$ cat src/hw/rtl/tfn_pkg.sv
// Shared constants and types for the triangle face normal block.
// Used by every module under hw/rtl; depends on nothing.
package tfn_pkg;

	localparam int COORD_BITS_DEF = 24;
	localparam int QUO_BITS       = 31;
	localparam int ROOT_BITS      = 16;
	localparam int NORM_BITS      = 16;

	typedef logic signed [NORM_BITS-1:0] norm_t;

endpackage

$ cat src/hw/rtl/tfn_sqrt.sv
// Pipelined integer square root, one root bit per stage, then rounding to
// Q1.14 and sign. Depends on tfn_pkg.
module tfn_sqrt #(
	parameter int QW  = tfn_pkg::QUO_BITS,
	parameter int RTW = tfn_pkg::ROOT_BITS
) (
	input  logic                 clk,
	input  logic                 ce,
	input  logic [QW-1:0]        f,
	input  logic                 neg,
	output tfn_pkg::norm_t       norm_q
);

	localparam int NB = tfn_pkg::NORM_BITS;

	logic [RTW-1:0] root_s [RTW];
	logic [QW-1:0]  f_s    [RTW];
	logic           neg_s  [RTW];

	for (genvar k = 0; k < RTW; k++) begin : g_stage
		logic [RTW-1:0]   root_in;
		logic [QW-1:0]    f_in;
		logic             neg_in;
		logic [RTW-1:0]   t;
		logic [2*RTW-1:0] t2;

		if (k == 0) begin : g_first
			assign root_in = '0;
			assign f_in    = f;
			assign neg_in  = neg;
		end else begin : g_next
			assign root_in = root_s[k-1];
			assign f_in    = f_s[k-1];
			assign neg_in  = neg_s[k-1];
		end

		assign t  = root_in | (RTW'(1) << (RTW - 1 - k));
		assign t2 = t * t;

		always_ff @(posedge clk) begin
			if (ce) begin
				root_s[k] <= (t2 <= (2 * RTW)'(f_in)) ? t : root_in;
				f_s[k]    <= f_in;
				neg_s[k]  <= neg_in;
			end
		end
	end

	logic [RTW:0]   rnd;
	logic [RTW-1:0] mag;

	always_comb begin
		rnd = {1'b0, root_s[RTW-1]} + (RTW+1)'(1);
		mag = rnd[RTW:1];
	end

	always_ff @(posedge clk) begin
		if (ce) begin
			norm_q <= (neg_s[RTW-1] && mag != '0) ? -NB'(mag) : NB'(mag);
		end
	end

endmodule

$ cat config.mk
export PLATFORM = sky130hd
export DESIGN_NAME = tfn_sqrt
export DESIGN_NICKNAME = d
export VERILOG_FILES = /design/src/hw/rtl/tfn_pkg.sv /design/src/hw/rtl/tfn_sqrt.sv
export SDC_FILE = /design/constraint.sdc
export NUM_CORES = 2
export LEC_CHECK = 0
export BUFFER_PORTS_ARGS = -buffer_cell sky130_fd_sc_hd__buf_2
export CELL_PAD_IN_SITES_DETAIL_PLACEMENT = 1
export CELL_PAD_IN_SITES_GLOBAL_PLACEMENT = 1
export CORE_ASPECT_RATIO = 0.8
export CORE_MARGIN = 3
export CORE_UTILIZATION = 51
export CTS_CLUSTER_DIAMETER = 50
export DETAILED_ROUTE_END_ITERATION = 12
export GPL_TIMING_DRIVEN = 1
export PLACE_DENSITY = 0.88
export SYNTH_ARGS = -nofsm -noshare
export SYNTH_HDL_FRONTEND = slang
export SYNTH_SLANG_ARGS = --single-unit
$ cat constraint.sdc
create_clock -name clk -period 10.38 [get_ports clk]
set_input_delay 1.557 -clock clk [delete_from_list [all_inputs] [get_ports clk]]
set_output_delay 1.557 -clock clk [all_outputs]
set_load 0.05 [all_outputs]
==> impl_metrics.env <==
export IMPL_die_x_um=411
export IMPL_cp_num_buf_inv=7
export IMPL_setup_violations=0
export IMPL_drt_iter0_drc=3868
export IMPL_rsz0062_at_grt="false"
export IMPL_grt_max_degree=185
export IMPL_postCtsHoldBufs=0
export IMPL_synth_seq_area_share_pct=28.4
export IMPL_cts_sinks=633
export IMPL_worstSetupPathType="flip-flop to flip-flop"
export IMPL_cts_setup_buffers=0
export IMPL_cts_max_path_buffers=3
export IMPL_yosysMostFrequentCell="inv_1"
export IMPL_initial_core_util_pct=51.5
export IMPL_gp_congestion=0.887
export IMPL_end_kind="flip-flop"
export IMPL_core_area_um2=130000
export IMPL_grt_total_usage_pct=31.2
export IMPL_yosysTopAreaCellShare_pct=28.4
export IMPL_synth_largest_area_cell="edfxtp_1"
export IMPL_die_height_um=330
export IMPL_cts_htree_levels=3
export IMPL_setup_tns_ps=0
export IMPL_antenna_found_initial=1
export IMPL_crit_required_ps=10860
export IMPL_cp_max_fo=13
export IMPL_grt_overflow_total=0
export IMPL_synthToLayoutAreaGrowth_pct=7.06
export IMPL_slowest_stage="edfxtp_1"
export IMPL_synth_cells=6131
export IMPL_clkLatencyLatePin_ps=710
export IMPL_report_final_slew_viol_count=0
export IMPL_cts_tree="yes"
export IMPL_vias_per_cell=5.92
export IMPL_vias=47300
export IMPL_grt_pass1_vias=55100
export IMPL_avgSynthCellArea_um2=10.9
export IMPL_tightest_slew_ps=1150
export IMPL_netlist_area_um2=67000
export IMPL_fin_crit_sh_pct=91.7
export IMPL_cts_root_buf="clkbuf_16"
export IMPL_async_flop_share_pct=0
export IMPL_die_area_um2=136000
export IMPL_port_buffers=49
export IMPL_grt_pass1_wl_um=325000
export IMPL_final_cells=7978
export IMPL_synth_ff_type="edfxtp_1"
export IMPL_crit_top_cell="inv_1"
export IMPL_path_delay_family="adder cells"
export IMPL_drive_above_1_share_pct=3.86
export IMPL_wl_per_cell_um=26.1
export IMPL_period_needed_ps=9520
export IMPL_cp_arrival_ps=10000
export IMPL_synth_edf_count=633
export IMPL_clk_pin_slew_worst_paths_ps=60
export IMPL_critPathMaxStageDelay_ps=870
export IMPL_placed_cells=7843
export IMPL_place_hpwl_um=146000
export IMPL_drtPass1Iterations=5
export IMPL_finalWirelength_um=208000
export IMPL_hold_violations=0
export IMPL_min_delay_path_class="flip-flop to flip-flop"
export IMPL_rows=118
export IMPL_yosysWarnings=0
export IMPL_fin_skew_ps=55.8
export IMPL_drt_antenna_violating_nets=0
export IMPL_numCtsBuffers=75
export IMPL_crit_path_start_kind="flip-flop"
export IMPL_synthesis_nets=8054
export IMPL_synth_commonest_cells="inv_1 (1409), ha_1 (1091), fa_1 (798)"
export IMPL_drc=0
export IMPL_cts_resized=0
export IMPL_slew_limit_headroom_pct=23.6
export IMPL_ys_ff_latch=633
export IMPL_synth_distinct_cells=86
export IMPL_synthTopCellsByArea="edfxtp_1 (28%), fa_1 (24%), ha_1 (20%), inv_1 (7.9%), xnor2_1 (3.3%)"
export IMPL_nets=8103
export IMPL_status="finished, final reports clean"
export IMPL_clock_fmax_mhz=105
export IMPL_cap_violations=0
export IMPL_ios=50
-- worst reg2reg max path, delay by kind of cell, from the launching register on --
| family | cells | cell delay [ps] |
|---|---|---|
| AOI/OAI and AO/OA | 11 | 2710 |
| buffers and inverters | 7 | 830 |
| DFF | 1 | 870 |
| and+or+nand+nor | 5 | 1090 |
| adders and majority gates | 8 | 3670 |
| xor gates and xnor gates | 1 | 150 |
-- cell type report --
class,count,area (um^2)
Clock inverter,53,611
Fill cell,13700,58200
Sequential cell,633,19000
Antenna cell,1,2.50
Multi-Input combinational cell,3995,42300
Timing Repair Buffer,63,385
Inverter,1412,5300
Tap cell,1740,2180
Clock buffer,81,1900
-- cells in the final DEF, fill, tap and decap left out, types with 7 or more instances in the layout --
cell and n:
ha_1 1091, nor2b_1 47, edfxtp_1 633, xnor2_1 253, clkbuf_16 75, clkinv_1 10
a21oi_1 183, nor2_1 245, a211oi_1 18, nor3b_1 7, o21bai_1 19, a21boi_0 15
inv_6 8, or2_2 29, nand3_1 46, nor3_1 43, xor2_1 58, clkinv_2 13
nor4_1 42, o41ai_1 7, o21ai_0 111, mux2_2 12, and3_1 14, a21o_1 104
a31oi_1 17, fa_1 798, nand4_1 50, and2_1 213, nand2_1 353, buf_2 48
nand2b_1 47, inv_1 1409, buf_4 12, nor4b_1 10, or3_1 13, and4_1 9
o211ai_1 8, o21a_1 33
-- final timing paths --
path / startpoint / to / slack (ps) / cells after the start
worst max-delay path: root_s[1][106] / root_s[1][112] / 860 / 32
worst min register to register: f_s[0][25] / f_s[0][56] / 420 / 0
worst min-delay path: f_s[0][25] / f_s[0][56] / 420 / 0
worst max register to register: root_s[1][106] / root_s[1][112] / 860 / 32
-- cell families (layout without fill, tap and decap cells) --
family | Yosys count | count (layout) | synth area share, %
adder cells (fa/ha/maj) | 1890 | 1890 | 44.3
AO/OA/AOI/OAI | 585 | 585 | 5.62
XOR/XNOR | 311 | 311 | 4.07
AND/OR/NAND/NOR | 1190 | 1190 | 8.90
flip-flops | 633 | 633 | 28.4
buffers and inverters | 1503 | 1609 | 8.44
multiplexers | 19 | 19 | 0.316
other | 0 | 1 | 0
-- layer usage --
metal / track usage, % / share of wire [%] / wire length [um] / up-vias
li1: - / - / - / 20000
met4: 16.3 / 6.0 / 12400 / 0
met3: 5.59 / 6.7 / 13800 / 814
met5: 0 / 0 / 0 / -
met1: 36.4 / 37 / 77100 / 24200
met2: 54.9 / 50 / 105000 / 2240
-- registers in the layout, summed over array words and instances, names as in the netlist --
signal	count
neg_s	16
root_s	136
norm_q	16
f_s	465
-- through the flow --
stage | worst slack (ps) | utilization, % | hold slack [ps] | cell area [um^2]
after floorplan | 2720 | - | 400 | 67000
after global placement | 1860 | 53.2 | 401 | 69200
after detailed placement | 1440 | 53.2 | 406 | 69200
after CTS | 1010 | 55.2 | 423 | 71700
after global routing | 588 | 55.2 | 427 | 71700
final | 863 | 55.2 | 422 | 71700
Power is left out: the tool's default activity adds up to more than one toggle a clock period on the data nets, which glitch-free logic cannot reach.
